--- src/sv/hpt_pkg.sv ---
// shared constants and types for the homogeneous point transform
package hpt_pkg;

  localparam int FRAC_BITS_DEF = 16;
  localparam int NUM_REGS      = 8;
  localparam int REG_W         = 64;
  localparam int IDX_W         = 3;
  localparam int DW            = 32;
  localparam int QBITS         = 32;

  // matrix entries, [row][col] of signed fixed point words
  typedef logic [3:0][3:0][DW-1:0] mat_t;

  // per-request control that rides along the divider
  typedef struct packed {
    logic       dir;
    logic       wz;
    logic       sat_d;
    logic [2:0] neg;
    logic [2:0] ovf;
  } ctl_t;

endpackage

--- src/sv/hpt_prep.sv ---
// sign split, w test, direction clamp and divider setup
module hpt_prep #(
  parameter int FRAC_BITS = hpt_pkg::FRAC_BITS_DEF,
  parameter int AW        = 66 - FRAC_BITS
) (
  input  logic                          clk,
  input  logic                          en,
  input  logic signed [AW-1:0]          acc_i [4],
  input  logic                          dir_i,
  output hpt_pkg::ctl_t                 ctl_o,
  output logic [2:0][AW-1:0]            r_o,
  output logic [2:0][hpt_pkg::QBITS-1:0] nq_o,
  output logic [AW-1:0]                 ad_o,
  output logic [2:0][hpt_pkg::DW-1:0]   byp_o
);

  localparam int NW = AW + FRAC_BITS;
  localparam int HW = NW - hpt_pkg::QBITS;

  hpt_pkg::ctl_t                  ctl_nxt, ctl_r;
  logic [2:0][AW-1:0]             r_nxt, r_r;
  logic [2:0][hpt_pkg::QBITS-1:0] nq_nxt, nq_r;
  logic [2:0][hpt_pkg::DW-1:0]    byp_nxt, byp_r;
  logic [AW-1:0]                  ad_nxt, ad_r;
  logic [AW-1:0]                  an;
  logic [NW-1:0]                  num;
  logic [HW-1:0]                  hi;
  logic                           big;

  always_comb begin
    ctl_nxt       = '0;
    ctl_nxt.dir   = dir_i;
    ctl_nxt.wz    = !dir_i && (acc_i[3] == '0);
    ad_nxt        = acc_i[3][AW-1] ? (~acc_i[3] + 1'b1) : acc_i[3];
    an            = '0;
    num           = '0;
    hi            = '0;
    big           = 1'b0;
    for (int j = 0; j < 3; j++) begin
      // direction path: clamp to 32 bits signed
      big = (acc_i[j][AW-1:hpt_pkg::DW-1] != '0) &&
            (acc_i[j][AW-1:hpt_pkg::DW-1] != '1);
      if (big) begin
        byp_nxt[j] = acc_i[j][AW-1] ? {1'b1, {(hpt_pkg::DW-1){1'b0}}}
                                    : {1'b0, {(hpt_pkg::DW-1){1'b1}}};
        if (dir_i) ctl_nxt.sat_d = 1'b1;
      end else begin
        byp_nxt[j] = acc_i[j][hpt_pkg::DW-1:0];
      end
      // point path: magnitude shifted up, high part seeds the remainder
      an             = acc_i[j][AW-1] ? (~acc_i[j] + 1'b1) : acc_i[j];
      num            = {an, {FRAC_BITS{1'b0}}};
      hi             = num[NW-1:hpt_pkg::QBITS];
      ctl_nxt.ovf[j] = AW'(hi) >= ad_nxt;
      ctl_nxt.neg[j] = acc_i[j][AW-1] ^ acc_i[3][AW-1];
      r_nxt[j]       = AW'(hi);
      nq_nxt[j]      = num[hpt_pkg::QBITS-1:0];
    end
  end

  always_ff @(posedge clk) begin
    if (en) begin
      ctl_r <= ctl_nxt;
      r_r   <= r_nxt;
      nq_r  <= nq_nxt;
      ad_r  <= ad_nxt;
      byp_r <= byp_nxt;
    end
  end

  assign ctl_o = ctl_r;
  assign r_o   = r_r;
  assign nq_o  = nq_r;
  assign ad_o  = ad_r;
  assign byp_o = byp_r;

endmodule

--- config.mk ---
export PLATFORM = sky130hd
export DESIGN_NAME = hpt_prep
export DESIGN_NICKNAME = d
export VERILOG_FILES = /design/src/sv/hpt_pkg.sv /design/src/sv/hpt_prep.sv
export SDC_FILE = /design/constraint.sdc
export NUM_CORES = 1
export LEC_CHECK = 0
export BUFFER_PORTS_ARGS = -buffer_cell sky130_fd_sc_hd__buf_2
export CORE_AREA = 2 2 235 237
export DETAILED_ROUTE_END_ITERATION = 10
export DIE_AREA = 0 0 237 239
export SLEW_MARGIN = 30
export SYNTH_ARGS = -nofsm -noshare
export SYNTH_HDL_FRONTEND = slang
export SYNTH_SLANG_ARGS = --single-unit
--- constraint.sdc ---
create_clock -name clk -period 14 [get_ports clk]
set_input_delay 2.1 -clock clk [delete_from_list [all_inputs] [get_ports clk]]
set_output_delay 2.1 -clock clk [all_outputs]
set_load 0.02 [all_outputs]
Word-level counts from Yosys, hierarchy flattened
Cells that the tools add are included.
- bitwise logic cells: 7
- mux-type cells: 16
- equal/unequal tests: 3
- reductions and logical operators: 9
- $lt $le $gt $ge: 3
- add/subtract/negate cells: 4
- operators with widths (operator ; number):
    adder 50 x 1 -> 50 bit, second input constant ; 4
    two-way mux 50 bit ; 4
    NOT 50 bit ; 4
    two-way mux 32 bit ; 6
    >= comparator 34 x 50 -> 1 bit ; 3
    != test 19 bit, second input constant ; 3
    nonzero test 19 bit ; 3
    logical NOT 50 bit ; 1
    two-way mux 1 bit ; 6
    logical AND 1 bit ; 4
    bitwise XOR 1 bit ; 3
    logical NOT 1 bit ; 1
- logic and storage cells: 57
- register bits after elaboration: 305
- input port bits: 203

Depth between registers and ports, before layout
- depth after elaboration: 7
- depth in mapped cells: 18
- gate-level depth less buffers: 18

Least setup slack after synthesis
OpenSTA, ideal clock, no wires.
- path type: input -> register
- from: in acc_i[111] (netlist bit)
- to: reg ctl_r, in the netlist ctl_o[1] (data pin)
- setup time: 259 ps
- data arrival time: 5707 ps
- path slack: 8034 ps
- stages: 15
- path buffers: 0
- cells stage by stage: or4_1 > or3_1 > nor3_1 > nand3_1 > or4_1 > or2_1 > o41ai_1 > xnor2_1 > ha_1 > a21o_1 > a21o_1 > a21oi_1 > o211ai_1 > a21oi_1 > nor3_1
- RTL lines (item ; RTL line ; text):
    start, declared ; hpt_prep.sv:8 ; input logic signed [AW-1:0] acc_i [4],
    end signal, assigned ; hpt_prep.sv:63 ; ctl_r <= ctl_nxt;
    end, declared ; hpt_prep.sv:20 ; hpt_pkg::ctl_t ctl_nxt, ctl_r;

==> flow_summary.json <==
{
  "fin_setup_tns_ns": 0,
  "yosys.area_share.adder": 0.0765,
  "drv_cap": 0,
  "vias": 13600,
  "synthCells": 1465,
  "maxSlewViolCount": 0,
  "status": "finished clean",
  "hp-start": "acc_i[50]",
  "finalHoldViolations": 0,
  "nFillCells": 5284,
  "vias_per_cell": 5.01,
  "dp_cells": 2642,
  "nets": 2289,
  "die-height_um": 239,
  "arrival_ns": 6.53,
  "rows": 86,
  "grt_pass1_vias": 13100,
  "fin_crit_ns": 6.15,
  "portBuffers": 507,
  "slew_headroom": 0.349,
  "globalplace.congestion": 0.875,
  "cts_buffers": 40,
  "hold_path_class": "in2reg",
  "antenna_found_initial": 5,
  "wl_per_cell_um": 22.7,
  "ys_types": 56,
  "crit_type": "in2reg",
  "final_common_cell": "buf_2",
  "grtUsageTotal": 0.210,
  "grt_first_pass_wirelength_um": 87700,
  "synthArstFlopShare": 0,
  "synth-compound-area-share": 0.120,
  "setup_viol": 0,
  "synth_seq_cells": 305,
  "start_util": 0.319,
  "finalPower_w": 0.00277,
  "synth_top_area_cell": "edfxtp_1",
  "synth_area_per_cell_um2": 11.8,
  "htreeDepth": 2,
  "die_w_um": 237,
  "cts_buffer_depth": 3,
  "synthXorXnorAreaFrac": 0.0965,
  "tightest_slew_ns": 0.974,
  "post_cts.repair.setup_buffers": 0,
  "synth_top_area_share": 0.528,
  "synth_mux_area_frac": 0.00231,
  "die-area_mm2": 0.0566,
  "top_level_ports": 604,
  "core_mm2": 0.0543,
  "final_cell_mix": "506 x buf_2, 305 x edfxtp_1, 180 x xnor2_1",
  "firstDrtPassIters": 5,
  "synth-seq-area-share": 0.528,
  "cts_tree": "yes",
  "grt-ovfl-total": 0,
  "yosys_most_used_dff": "edfxtp_1",
  "grt_max_degree": 112,
  "setup.worst_path.end_class": "flop",
  "yosys.area_share.simple": 0.111,
  "drive_gt1_frac": 0.305,
  "cts_hold_buf": 0,
  "area_delta_synth_final_pct": 25.1,
  "syn_area_mm2": 0.0173,
  "critPathMaxFanout": 6,
  "clock_sinks": 305,
  "ant_nets": 0,
  "min_delay_path_depth": 1,
  "cts_resized": 0,
  "clock.fmax_mhz": 162,
  "drc": 0,
  "critPathRequiredTime_ns": 14.38,
  "hpwl_um": 47500,
  "cts-root-buf": "clkbuf_16",
  "synth_edf_count": 305,
  "yosys-top-cells-area": "edfxtp_1 53%, xnor2_1 9.1%, ha_1 7.7%",
  "fin_crit_sh": 0.440,
  "power_density_mw_per_mm2": 128,
  "instances_no_fill": 2718,
  "irDropWorstVdd_uv": 82.6,
  "p_leak_nw": 9.04,
  "ys.warnings.count": 0,
  "clkSlewWorstSetupHoldPaths_ns": 0.06,
  "synth_top_family_by_area": "compound AO/OA/AOI/OAI gates",
  "rsz0062_at_grt": "no",
  "totalWireLength_um": 61800,
  "drt_iter0_drc": 1041,
  "startpoint_type": "input pin",
  "whs_endpoint": "nq_o[80]"
}
==> power breakdown <==
part           leakage, nW  internal [W]  switching, W
logic                 5.41      0.000188      0.000408
clock network        0.651      0.000630      0.000412
registers             2.98       0.00111     0.0000241
==> state kept, by name, summed over array words and instances, names as in the netlist <==
signal / flops
byp_o: 96
r_o: 102
nq_o: 48
ctl_o: 9
ad_o: 50
==> cell usage after synthesis (2+ instances only) <==
cell type	count
mux2i_1	4
a211o_1	2
ha_1	106
o41ai_1	33
buf_4	96
clkbuf_1	36
o41ai_2	2
and4_1	2
nor3_1	20
buf_2	6
a21o_1	82
o31ai_1	52
or4_1	24
nand3b_1	2
nor2b_1	5
edfxtp_1	305
o211ai_1	2
or4_4	5
nand2_1	125
a211oi_1	8
a31oi_1	3
nor4_1	21
or3_1	29
nor2_1	33
nor4b_1	3
xor2_1	11
inv_1	50
nand3_1	15
nand4_1	36
buf_1	2
or2_2	10
buf_6	3
a21oi_1	32
o21ai_0	83
xnor2_1	180
and3_1	2
nand2b_1	16
==> stage by stage <==
| stage | utilization | setup slack, ns | cell area [um2] | hold WS [ns] |
|---|---|---|---|---|
| 2_1_floorplan | - | 8.03 | 17700 | 2.20 |
| 3_3_place_gp | 0.374 | 7.42 | 20300 | 2.30 |
| 3_5_place_dp | 0.374 | 7.35 | 20300 | 2.31 |
| 4_1_cts | 0.399 | 7.91 | 21700 | 1.72 |
| 5_1_grt | 0.399 | 7.44 | 21700 | 1.73 |
| 6_report | 0.399 | 7.85 | 21700 | 1.76 |
==> logic make-up after synthesis <==
group,Yosys count
AOI/OAI and AO/OA,306
xor gates and xnor gates,191
adders and majority gates,106
buffers and inverters,193
DFF,305
muxes,4
other,1
and+or+nand+nor,359
==> critical path: stages <==
cell      delay [ns]
buf_2           0.14
or4_1           0.58
nand2b_1        0.22
or4_1           0.45
nor4_1          0.29
nand3_1         0.22
or2_2           0.42
o31ai_1         0.25
xnor2_1         0.13
ha_1            0.30
nand4_1         0.13
o31ai_1         0.29
a21oi_1         0.10
o21ai_0         0.18
a31oi_1         0.13
nor3_1          0.27
o31ai_1         0.11
a211oi_1        0.22
==> worst max path at each step <==
stage	cells past startpoint	slack, ns	end	from
CTS	18	7.91	ctl_o[2]	acc_i[61]
global placement	18	7.42	ctl_o[2]	acc_i[61]
finish	18	7.85	ctl_o[2]	acc_i[61]
detailed placement	18	7.35	ctl_o[2]	acc_i[61]
floorplan	15	8.03	ctl_o[1]	acc_i[111]
global route	18	7.44	ctl_o[2]	acc_i[61]
==> routing by layer <==
| layer | part of all wire | track usage | vias to the layer above |
|---|---|---|---|
| met2 | 0.48 | 0.349 | 607 |
| li1 | - | - | 6362 |
| met4 | 0.031 | 0.0723 | 4 |
| met1 | 0.42 | 0.270 | 6555 |
| met5 | 0.00044 | 0 | - |
| met3 | 0.073 | 0.0470 | 99 |
==> final cells by class <==
| cell class | count | area [um2] | area share |
|---|---|---|---|
| diodes | 4 | 10.0 | 0.000462 |
| clock buffers | 44 | 1040 | 0.0478 |
| clock inverters | 28 | 290 | 0.0134 |
| inverters | 50 | 188 | 0.00866 |
| multi-input cells | 1062 | 7460 | 0.344 |
| flip-flops and latches | 305 | 9160 | 0.422 |
| well taps | 704 | 881 | 0.0406 |
| repair buffers | 521 | 2660 | 0.123 |
Note: power is estimated with default switching activity, not from simulation.
