<file path="src/sv/hpt_pkg.sv">
// shared constants and types for the homogeneous point transform
package hpt_pkg;

  localparam int FRAC_BITS_DEF = 16;
  localparam int NUM_REGS      = 8;
  localparam int REG_W         = 64;
  localparam int IDX_W         = 3;
  localparam int DW            = 32;
  localparam int QBITS         = 32;

  // matrix entries, [row][col] of signed fixed point words
  typedef logic [3:0][3:0][DW-1:0] mat_t;

  // per-request control that rides along the divider
  typedef struct packed {
    logic       dir;
    logic       wz;
    logic       sat_d;
    logic [2:0] neg;
    logic [2:0] ovf;
  } ctl_t;

endpackage

</file>
<file path="src/sv/hpt_div_step.sv">
// one restoring division step for the three lanes, registered
module hpt_div_step #(
  parameter int AW = 50
) (
  input  logic                           clk,
  input  logic                           en,
  input  hpt_pkg::ctl_t                  ctl_i,
  input  logic [2:0][AW-1:0]             r_i,
  input  logic [2:0][hpt_pkg::QBITS-1:0] nq_i,
  input  logic [AW-1:0]                  ad_i,
  input  logic [2:0][hpt_pkg::DW-1:0]    byp_i,
  output hpt_pkg::ctl_t                  ctl_o,
  output logic [2:0][AW-1:0]             r_o,
  output logic [2:0][hpt_pkg::QBITS-1:0] nq_o,
  output logic [AW-1:0]                  ad_o,
  output logic [2:0][hpt_pkg::DW-1:0]    byp_o
);

  logic [2:0][AW-1:0]             r_nxt;
  logic [2:0][hpt_pkg::QBITS-1:0] nq_nxt;
  logic [AW:0]                    rs [3];
  logic [AW:0]                    diff [3];

  // trial subtract, keep the remainder when it goes negative
  always_comb begin
    for (int j = 0; j < 3; j++) begin
      rs[j]     = {r_i[j], nq_i[j][hpt_pkg::QBITS-1]};
      diff[j]   = rs[j] - {1'b0, ad_i};
      r_nxt[j]  = diff[j][AW] ? rs[j][AW-1:0] : diff[j][AW-1:0];
      nq_nxt[j] = {nq_i[j][hpt_pkg::QBITS-2:0], ~diff[j][AW]};
    end
  end

  always_ff @(posedge clk) begin
    if (en) begin
      ctl_o <= ctl_i;
      r_o   <= r_nxt;
      nq_o  <= nq_nxt;
      ad_o  <= ad_i;
      byp_o <= byp_i;
    end
  end

endmodule

</file>
<file path="config.mk">
export PLATFORM = sky130hd
export DESIGN_NAME = hpt_div_step
export DESIGN_NICKNAME = d
export VERILOG_FILES = /design/src/sv/hpt_pkg.sv /design/src/sv/hpt_div_step.sv
export SDC_FILE = /design/constraint.sdc
export NUM_CORES = 1
export LEC_CHECK = 0
export BUFFER_PORTS_ARGS = -buffer_cell sky130_fd_sc_hd__buf_2
export CORE_AREA = 2 2 312 314
export CTS_CLUSTER_SIZE = 30
export DETAILED_ROUTE_END_ITERATION = 6
export DIE_AREA = 0 0 314 316
export GPL_ROUTABILITY_DRIVEN = 1
export SYNTH_ARGS = -nofsm -noshare
export SYNTH_HDL_FRONTEND = slang
export SYNTH_SLANG_ARGS = --single-unit
</file>
<file path="constraint.sdc">
create_clock -name clk -period 5.1 [get_ports clk]
set_clock_uncertainty 0.05 [all_clocks]
set_input_delay 1.02 -clock clk [delete_from_list [all_inputs] [get_ports clk]]
set_output_delay 1.02 -clock clk [all_outputs]
set_load 0.01 [all_outputs]
</file>
# After elaboration in Yosys (flattened, before gate mapping)
# Index checks and enable logic that the tools add are counted.
# word_totals
memories	0
rom_bits	0
latch_bits	0
reg_bits	401
ram_bits	0
# classes
n_reduce_logical	0
muxes	3
mul	0
bitwise_logic	3
n_shift	0
n_lt_le_gt_ge	0
n_addsub	3
div	0
eq_ne	0
# ops
op	count
$sub A51 B50 Y51	3
$mux W50	3
$not A1 Y1	3

# Longest topological paths before layout
# Gate-level depths: netlist of run 1.
# depth
depth_word	2
depth_mapped	15
ltp_nobuf	14

# Worst setup path after synthesis of run 1
# OpenSTA, ideal clock, no wires.
# synth_path
path_kind	input port to flip-flop
from	input nq_i[95] (netlist name)
to	register r_o[102] (netlist name) (data pin)
n_path_buf	1
arrival_time_ns	3.705
stages	14
setup_slack_ns	1.085
setup_time_ns	0.260
path_cell_list	inv_1 > ha_1 > fa_1 > nand2b_1 > a21oi_1 > nor2_1 > o21ai_1 > o21ai_2 > a21o_1 > a22oi_1 > a221oi_2 > xnor2_2 > buf_6 > mux2_4
# synth_rtl
element	line	text
from (decl)	hpt_div_step.sv:9	input logic [2:0][hpt_pkg::QBITS-1:0] nq_i,
to (signal assigned)	hpt_div_step.sv:37	r_o <= r_nxt;
to (decl)	hpt_div_step.sv:13	output logic [2:0][AW-1:0] r_o,

==> key figures, run 1 <==
Hold path
  – Min-delay src: byp_i[72]
  – WHS Endpoint: byp_o[72]
  – Cell depth of the worst hold path: 1
  – Class of the worst hold path: input pin to flip-flop

Yosys
  – Syn_nets: 2514
  – Most frequent cells after synthesis: edfxtp_1 (401), nand2_1 (203), a21oi_1 (159)
  – Yosys top cell by area: edfxtp_1
  – Synthesized instance count: 1958
  – Post-synth top area share: 53.6%
  – Most common cell in the synthesized netlist: edfxtp_1
  – Distinct cells, synth: 78
  – Synth Register Bits: roughly 400
  – Ys flop type: edfxtp_1
  – Async SR Flop Fraction: 0%
  – Top cells by area, synth: edfxtp_1 (54%), ha_1 (8.4%), a21oi_1 (3.5%), nand2_1 (3.4%), xnor2_1 (3.0%)
  – Seq/Total Area, Yosys: roughly 54%
  – Number of synthesized flops with an enable pin: approximately 400
  – Syn avg cell area: 11.5 sq um
  – Synth Warn #: 0
  – Synthesized area: around 22000 sq um

Worst setup path
  – Peak per-stage delay on the critical path: between 400 and 500 ps
  – Crit path capture type: flip-flop
  – Critical setup path kind: input pin to flip-flop
  – Family with the most delay on the worst path: compound AO/OA/AOI/OAI gates
  – Crit path max fanout: 38
  – WP data required: 5390 ps
  – CP max stage cell: a221oi_2
  – WP buf/inv: 3
  – Cell with the most instances on the worst path: a221o_1
  – Worst setup SP type: input pin
  – Arr. time, crit path: 4510 ps
  – CP Depth: 13
  – Crit. Startpoint: ad_i[13]
  – Crit-path cells: buf_2 -> inv_1 -> ha_1 -> and2_1 -> a221o_1 -> a221o_1 -> o21ai_2 -> a21o_1 -> a22oi_1 -> a221oi_2 -> xnor2_4 -> buf_12 -> mux2_4

Final layout
  – Area of the multi-input gates: slightly below 10000 sq um
  – Nets: about 3300
  – Final Non-Filler Cells: 4093
  – Sequential standard cell area: 12000 sq um
  – Share of cells above drive strength 1: about a third
  – Area grow syn2layout: 33.0%
  – Final core utilization: a little under a third
  – Fillcell total: approximately 10000

STA
  – Max-slew violation count: 0
  – Final Hold Slack: about 550 ps
  – Setup TNS: 0 ps
  – Min setup slack post-route: between 800 and 900 ps
  – Endpoints failing setup: 0
  – Worst-margin pin slew: roughly 880 ps
  – Max Clk Rate: 237 MHz
  – Final Hold Vio Count: 0
  – Fin crit share: 82.7%
  – Worst slew margin: between 40% and 50%
  – Period minus WS final: around 4200 ps
  – RSZ-0062 raised after global routing: no

Place
  – Port buffer count: 803
  – Detail Placement HPWL: around 73000 um
  – Placed cells: ~4000
  – Final GP Congestion: around 0.93
  – Post-placement setup slack: 303 ps

Detailed routing
  – Via Count: 18900
  – Routed WL per cell: about 22 um
  – First-pass detailed-route iteration total: 6
  – Antenna-violating nets left: 0
  – Drt drc: 0
  – Drt first-iter violations: between 1000 and 1500
  – DRT Wirelength: slightly below 90000 um
  – Vias per cell: 4.62

Die
  – I/O pin cnt: approximately 800
  – Core area: between 90000 and 100000 sq um
  – Die Span X: ~310 um
  – Num rows: ~110
  – Die area: between 90000 and 100000 sq um
  – Die height: approximately 320 um
  – Initial Util: 23.4%

Clocking
  – Clk Tree Root Cell: clkbuf_16
  – Inserted Clock Buffers: 50
  – Clock sinks: roughly 400
  – CTS Buffer Depth: 3
  – CTS Hold Bufs: 0
  – Post_cts resized: 0
  – H-tree depth: 2
  – CTS clk-pin slew, worst paths: around 70 ps
  – Setup Buffers After CTS: 0
  – TritonCTS clock tree: built

Outcome
  – Status: finished clean

Global route
  – Largest net degree at the start of global routing: between 90 and 100
  – GRT Total Usage: 16.7%
  – Initial antenna violation count: between 40 and 50
  – First-pass GRT wire length: 122000 um
  – Gr ovfl total: 0
  – Vias in the first global route: around 18000

Power and ir drop
  – Lkg Pwr: about 13 nW
  – Power Density: approximately 350 nW/um^2
  – Maximum vdd drop: about 250 uV

Job
  – Max-cap violation count: 0
## final cells by class
type	instances	area share [%]
Tap cell	1276	5.35
Sequential cell	401	40.3
Inverter	96	1.21
Clock inverter	31	1.22
Multi-Input combinational cell	1381	32.6
Timing Repair Buffer	836	14.7
Clock buffer	60	4.53
Antenna cell	12	0.101
## state kept, by name, indices dropped and copies added (netlist names)
register	count
r_o	150
byp_o	96
nq_o	96
ad_o	50
ctl_o	9
## power by group
group	internal [W]	switching [W]
Combinational	0.00107	0.00156
Clock	0.00225	0.00149
Sequential	0.00410	0.000109
Total	0.00742	0.00316
## metrics by stage
stage          cell area [sq um]  power (W)
2_1_floorplan              22400    0.00576
3_3_place_gp               28100    0.00690
3_5_place_dp               28100    0.00691
4_1_cts                    29800     0.0107
5_1_grt                    29800     0.0111
6_report                   29900     0.0106
## cells in the final DEF (no fill, tap or decap), types with 77 or more instances in the layout
cell and count:
a21oi_1 159, buf_2 802, edfxtp_1 401, ha_1 150, inv_1 94, nand2_1 203
nor2_1 81, o21ai_0 89, o21ai_1 79, xnor2_1 77
## metal layers
layer	vias to the layer above	wire, um	GRT usage (%)
met5	-	179	0
met4	28	3440	6.71
met3	184	6190	4.43
met2	689	45100	30.5
met1	8996	33200	18.3
li1	9014	-	-
## kinds of logic after synthesis
kind of cell,count (synthesis),share of synthesized area (%)
XOR/XNOR,135,5.30
adder cells (fa/ha/maj),153,8.63
AND/OR/NAND/NOR,450,9.28
AO/OA/AOI/OAI,585,16.4
flip-flops,401,53.6
buffers and inverters,176,3.16
multiplexers,58,3.61
## worst max-delay path by stage
stage	end	slack, ps
6_report	r_o[117]	880
5_1_grt	r_o[97]	790
4_1_cts	r_o[137]	970
3_5_place_dp	r_o[149]	300
3_3_place_gp	r_o[149]	320
2_1_floorplan	r_o[102]	1080
Power figures use the tool's default switching activity.
==> run 2, diff against run 1 <==
ABC_AREA = 1   (was unset)
CORE_AREA = 2 2 317 319   (was 2 2 312 314)
DIE_AREA = 0 0 319 321   (was 0 0 314 316)
clock period = 4 ns   (was 5.1 ns; I/O delays follow)
==> run 2 against run 1 <==
Effect of this change:
- clock power is 16% higher
- non-clock buffer count is 8 higher
- power is 28% higher
- cell count is 44% higher
- combinational power is 44% higher
- sequential power is 27% higher
- sequential cell count stayed put
- core utilization is 3.7 points higher
- critical path type unchanged
- largest cell class is now multi-input gates
- largest power group unchanged
==> key figures, run 2 <==
Outcome
  – Status: finished clean

Final layout
  – Max reg flops: 150 (unchanged)
  – Final instance area: 34600 sq um (+16%)
  – Final Non-Filler Cells: 5912 (+44%)
  – Most frequent cells in the layout: nand2_1 (1628), buf_2 (802), inv_1 (688), edfxtp_1 (401), nor2_1 (237)
  – Largest regs: r_o x150, byp_o x96, nq_o x96
  – Area grow syn2layout: 26.8%
  – Most flops, register: r_o
  – Most common cell after layout, fill and taps aside: nand2_1
  – Nets: 5133 (+55%)
  – Share of cells above drive strength 1: 21.2% (-14 points)

Detailed routing
  – Antenna-violating nets left: 0 (unchanged)
  – Routed WL per cell: 20.5 um (-4.7%)
  – Vias per cell: 4.61 (-0.29%)
  – Drt first-iter violations: 2099 (+85%)
  – First-pass detailed-route iteration total: 7 (+1)
  – Drt drc: 0 (unchanged)
  – Via Count: 27200 (+44%)
  – DRT Wirelength: 121000 um (+38%)

Yosys
  – Top cells by area, synth: edfxtp_1 (44%), nand2_1 (22%), inv_1 (9.5%), ha_1 (6.9%), nor2_1 (3.3%)
  – Synth Area in Compound Gates: 3.41% (-13 points)
  – Yosys top cell by area: edfxtp_1
  – Number of synthesized flops with an enable pin: 401 (unchanged)
  – Simple-gate share of the synthesized area: 32.4% (+23 points)
  – Most frequent cells after synthesis: nand2_1 (1628), inv_1 (688), edfxtp_1 (401)
  – Distinct cells, synth: 32 (-59%)
  – Synthesized area: 27300 sq um (+21%)
  – Largest family of logic cells by synthesized area: simple AND/OR/NAND/NOR gates
  – Syn avg cell area: 7.34 sq um (-36%)
  – Post-synthesis adder-cell area fraction: 7.10% (-1.5 points)
  – Synth Register Bits: 401 (unchanged)
  – Ys flop type: edfxtp_1
  – Post-synthesis mux area share: 0% (-3.6 points)
  – Post-synth top area share: 44.2% (-9.5 points)
  – Seq/Total Area, Yosys: 44.2% (-9.5 points)
  – Synthesized instance count: 3715 (+90%)
  – Synth Warn #: 0 (unchanged)
  – Xor and xnor area share after synthesis: 2.41% (-2.9 points)
  – Syn_nets: 4271 (+70%)
  – Async SR Flop Fraction: 0% (unchanged)
  – Most common cell in the synthesized netlist: nand2_1

Clocking
  – Inserted Clock Buffers: 46 (-8.0%)
  – CTS Buffer Depth: 3 (unchanged)
  – Post_cts resized: 0 (unchanged)
  – Setup Buffers After CTS: 0 (unchanged)
  – Clock sinks: 401 (unchanged)
  – CTS clk-pin slew, worst paths: 60 ps (about the same)
  – TritonCTS clock tree: built
  – Clk Tree Root Cell: clkbuf_16
  – H-tree depth: 2 (unchanged)
  – CTS Hold Bufs: 0 (unchanged)

Global route
  – Vias in the first global route: 26200 (+44%)
  – First-pass GRT wire length: 172000 um (+41%)
  – Initial antenna violation count: 15 (-64%)
  – GRT Total Usage: 22.8% (+6.1 points)
  – Largest net degree at the start of global routing: 91 (-4.2%)
  – Gr ovfl total: 0 (unchanged)

Power and ir drop
  – Maximum vdd drop: 304 uV (+23%)
  – Power Density: 390 nW/um^2 (+10%)
  – Lkg Pwr: 18.4 nW (+42%)
  – Total Power Consumption: 0.0135 W (+28%)

Die
  – Initial Util: 27.5% (+4.1 points)
  – I/O pin cnt: 804 (unchanged)
  – Die Span X: 319 um (+1.6%)
  – Core area: 99300 sq um (+3.4%)
  – Die height: 321 um (+1.6%)
  – Die area: 102000 sq um (+3.2%)
  – Num rows: 116 (+1.8%)

STA
  – Max Clk Rate: 323 MHz
  – Period minus WS final: ~3100 ps
  – Worst-margin pin slew: 820 ps (-61.2 ps)
  – Endpoints failing setup: 0 (unchanged)
  – Final Hold Vio Count: 0 (unchanged)
  – Setup TNS: 0 ps (unchanged)
  – Worst slew margin: 45.3% (+4.1 points)
  – Max-slew violation count: 0 (unchanged)
  – Fin crit share: between 70% and 80%
  – RSZ-0062 raised after global routing: no

Worst setup path
  – Critical setup path kind: input pin to flip-flop
  – Crit path capture type: flip-flop
  – CP max stage cell: ha_1
  – Cell with the most instances on the worst path: nand2_1
  – Crit path max fanout: 31 (-18%)
  – Worst setup SP type: input pin
  – Peak per-stage delay on the critical path: 380 ps (-50 ps)
  – Arr. time, crit path: 3400 ps (-1110 ps)
  – Crit-path cells: buf_2 -> inv_1 -> ha_1 -> nand2_2 -> inv_1 -> nand2_1 -> nand2_1 -> inv_1 -> nand3_2 -> nand2_1 -> nand2_2 -> nand2_1 -> nand3_2 -> nand2_1 -> nand2_2 -> buf_12 -> nand2_1 -> nand2_1
  – WP data required: 4300 ps (-1090 ps)

Place
  – Port buffer count: 803 (unchanged)
  – Detail Placement HPWL: 103000 um (+41%)
  – Placed cells: 5827 (+46%)
  – Final GP Congestion: 1.03 (+10%)
  – Placed Area: 33100 sq um (+18%)

Job
  – Max-cap violation count: 0 (unchanged)

Hold path
  – Class of the worst hold path: input pin to flip-flop
-- run 2: final cells by class --
cell class | instances | area, sq um
fillers | 10700 | 64700
diodes | 3 | 7.51
repair buffers | 844 | 4410
inverters | 700 | 2630
flip-flops and latches | 401 | 12000
clock buffers | 56 | 1210
multi-input cells | 2584 | 12300
well taps | 1298 | 1620
clock inverters | 26 | 304
-- run 2: final timing paths --
| check | to | startpoint | cells after the start |
|---|---|---|---|
| max | r_o[13] | ad_i[8] | 18 |
| min | byp_o[81] | byp_i[81] | 1 |
-- run 2: cells by family after synthesis --
group	count (synthesis)
AOI/OAI and AO/OA	167
xor gates and xnor gates	75
adders and majority gates	153
buffers and inverters	730
DFF	401
and+or+nand+nor	2189
-- run 2: power by group --
group          switching [W]  internal (W)
logic                0.00257       0.00122
registers           0.000171       0.00518
clock network        0.00185       0.00250
-- run 2: metrics by stage --
stage	hold WS [ps]	util (%)	worst slack (ps)
global placement	926	33.3	317
global route	296	34.8	655
floorplan	849	-	1330
detailed placement	928	33.3	294
finish	316	34.8	906
CTS	277	34.8	932
-- run 2: per-layer routing --
layer  vias to the layer above  part of all wire, %  wire, um  global-route usage, %
li1                      13300                    -         -                      -
met5                         -               0.0074         9                      0
met3                       230                  6.9      8400                   3.75
met1                     12600                   38     46700                   26.7
met4                         2                  6.3      7620                   12.8
met2                      1046                   48     58600                   39.8
-- run 2: critical path, delay by kind of cell --
kind / cells / cell delay (ps)
fa+ha+maj: 1 / 380
buf+inv: 5 / 890
simple gates: 12 / 1320
==> run 3, diff against run 2 <==
ABC_AREA = 0   (was 1)
CORE_AREA = 2 2 312 314   (was 2 2 317 319)
DIE_AREA = 0 0 314 316   (was 0 0 319 321)
clock period = 2.96 ns   (was 4 ns; I/O delays follow)
==> run 3 against run 2 <==
Effect of this change:
- the run now ends with setup timing left
- sequential cell count unchanged
- worst hold slack worse by 210 ps
- sequential share of layout area shrank 2.2 points
- sequential power up 36%
- first-iteration DRC count is 46% lower
- cell area grew 6.8%
- cell count shrank 20%
- core utilization grew 3.7 points
- critical endpoint is now r_o[121]
==> key figures, run 3 (synthesized netlist as in run 1, its figures left out) <==
Worst setup path
  – Critical setup path kind: input pin to flip-flop
  – Crit path capture type: flip-flop
  – Crit path max fanout: 7 (-77%)
  – Crit. Startpoint: ad_i[12]
  – Worst setup SP type: input pin
  – Critical Path Sink: r_o[121]
  – WP data required: 3260 ps (-1040 ps)
  – Arr. time, crit path: 3620 ps (+220 ps)

Global route
  – Initial antenna violation count: 42 (+27)
  – Largest net degree at the start of global routing: 71 (-22%)
  – Gr ovfl total: 0 (unchanged)
  – First-pass GRT wire length: 135000 um (-21%)
  – Vias in the first global route: 21100 (-19%)
  – GRT Total Usage: 18.5% (-4.4 points)

Final layout
  – Area grow syn2layout: 64.6%
  – Area of the multi-input gates: 11400 sq um (-7.8%)
  – Largest regs: r_o x150, byp_o x96, nq_o x96
  – Sequential standard cell area: 12000 sq um (unchanged)
  – Most flops, register: r_o
  – Nets: 3948 (-23%)
  – Share of cells above drive strength 1: 54.3% (+33 points)
  – Final Non-Filler Cells: 4722 (-20%)
  – Fillcell total: 9296 (-13%)
  – Most common cell after layout, fill and taps aside: buf_2
  – Most frequent cells in the layout: buf_2 (783), buf_4 (604), edfxtp_1 (401), nand2_1 (156), a21oi_1 (128)
  – Max reg flops: 150 (unchanged)

STA
  – Period minus WS final: 3320 ps
  – Max-slew violation count: 0 (unchanged)
  – Worst-margin pin slew: 517 ps (-303 ps)
  – RSZ-0062 raised after global routing: yes
  – Min setup slack post-route: -356 ps (-1260 ps)
  – Endpoints failing setup: 105 (+105)
  – Final Hold Vio Count: 0 (unchanged)
  – Worst slew margin: 65.2% (+20 points)
  – Max Clk Rate: around 300 MHz
  – Fin crit share: 112%

Die
  – Num rows: 114 (-1.7%)
  – Core area: 96000 sq um (-3.3%)
  – Initial Util: 23.4% (-4.1 points)
  – I/O pin cnt: 804 (unchanged)
  – Die height: 316 um (-1.6%)
  – Die area: 99200 sq um (-3.1%)
  – Die Span X: 314 um (-1.6%)

Clocking
  – CTS Buffer Depth: 3 (unchanged)
  – TritonCTS clock tree: built
  – CTS clk-pin slew, worst paths: 60 ps (about the same)
  – Clock sinks: 401 (unchanged)
  – Clk Tree Root Cell: clkbuf_16
  – CTS Hold Bufs: 0 (unchanged)
  – Inserted Clock Buffers: 48 (+4.3%)
  – H-tree depth: 2 (unchanged)

Detailed routing
  – Routed WL per cell: 21.2 um (+3.3%)
  – Vias per cell: 4.57 (-0.74%)
  – Antenna-violating nets left: 0 (unchanged)
  – Via Count: 21600 (-21%)
  – DRT Wirelength: 100000 um (-17%)
  – Drt drc: 0 (unchanged)
  – First-pass detailed-route iteration total: 5 (-2)
  – Drt first-iter violations: 1143 (-46%)

Place
  – Placed cells: 4544 (-22%)
  – Post-placement setup slack: -1080 ps (-1370 ps)
  – Final GP Congestion: 0.916 (-11%)
  – Port buffer count: 803 (unchanged)
  – Detail Placement HPWL: 78900 um (-23%)

Job
  – Max-cap violation count: 0 (unchanged)

Power and ir drop
  – Power Density: 539 nW/um^2 (+38%)
  – Total Power Consumption: 0.0199 W (+48%)
  – Maximum vdd drop: 506 uV (+66%)
  – Lkg Pwr: 16.6 nW (-10%)

Outcome
  – Status: complete, but fails checks
  – Failing checks: setup timing

Hold path
  – Cell depth of the worst hold path: 1 (unchanged)
  – Class of the worst hold path: input pin to flip-flop
## run 3: per-stage QoR
step,instance area [sq um],setup TNS (ps),hold slack [ps],util (%)
after global placement,32900,-142470,718,34.2
after detailed placement,32900,-144180,720,34.2
after CTS,35500,-14400,55.4,37.0
after global routing,36900,-29610,69.8,38.5
final,36900,-23440,107,38.5
after floorplan,23000,-41050,641,-
## run 3: worst min-delay path by stage
stage / start / end / slack [ps]
2_1_floorplan: ad_i[0] / ad_o[0] / 640
3_3_place_gp: nq_i[54] / nq_o[55] / 720
3_5_place_dp: nq_i[20] / nq_o[21] / 720
4_1_cts: byp_i[4] / byp_o[4] / 60
5_1_grt: nq_i[34] / nq_o[35] / 70
6_report: byp_i[4] / byp_o[4] / 110
## run 3: cell type report
| cell class | instances | share of cell area, % |
|---|---|---|
| Sequential cell | 401 | 32.6 |
| Clock inverter | 33 | 0.938 |
| Multi-Input combinational cell | 1382 | 30.8 |
| Timing Repair Buffer | 1463 | 26.6 |
| Antenna cell | 15 | 0.102 |
| Clock buffer | 56 | 3.39 |
| Tap cell | 1276 | 4.32 |
| Inverter | 96 | 1.23 |
## run 3: power by group
part | total [W] | switching (W) | internal [W]
Combinational | 0.00658 | 0.00340 | 0.00317
Sequential | 0.00728 | 0.000217 | 0.00706
Clock | 0.00607 | 0.00263 | 0.00344
Total | 0.0199 | 0.00625 | 0.0137
## run 3: worst max-delay path, stage by stage
cell       delay, ps
buf_6            110
inv_4             80
ha_4             200
and2_4           150
a221o_1          340
a221o_1          340
o21ai_2          130
buf_6            130
a21o_1           190
a22oi_2          110
a221oi_4         380
xnor2_4          170
buf_12           200
clkbuf_16        200
mux2_4           300
## run 3: per-layer routing
| metal | part of all wire [%] | wire, um | track usage (%) | up-vias |
|---|---|---|---|---|
| met2 | 51 | 50700 | 33.1 | 739 |
| li1 | - | - | - | 10300 |
| met4 | 5.6 | 5560 | 9.56 | 30 |
| met3 | 6.8 | 6790 | 4.87 | 229 |
| met5 | 0.21 | 211 | 0 | - |
| met1 | 37 | 36800 | 20.0 | 10300 |
## run 3: what timing repair did
item,4_1_cts,5_1_grt
cloned,8,12
setup buffers,32,29
pin swaps,46,88
setup endpoints to repair,152,142
resized for setup,136,223
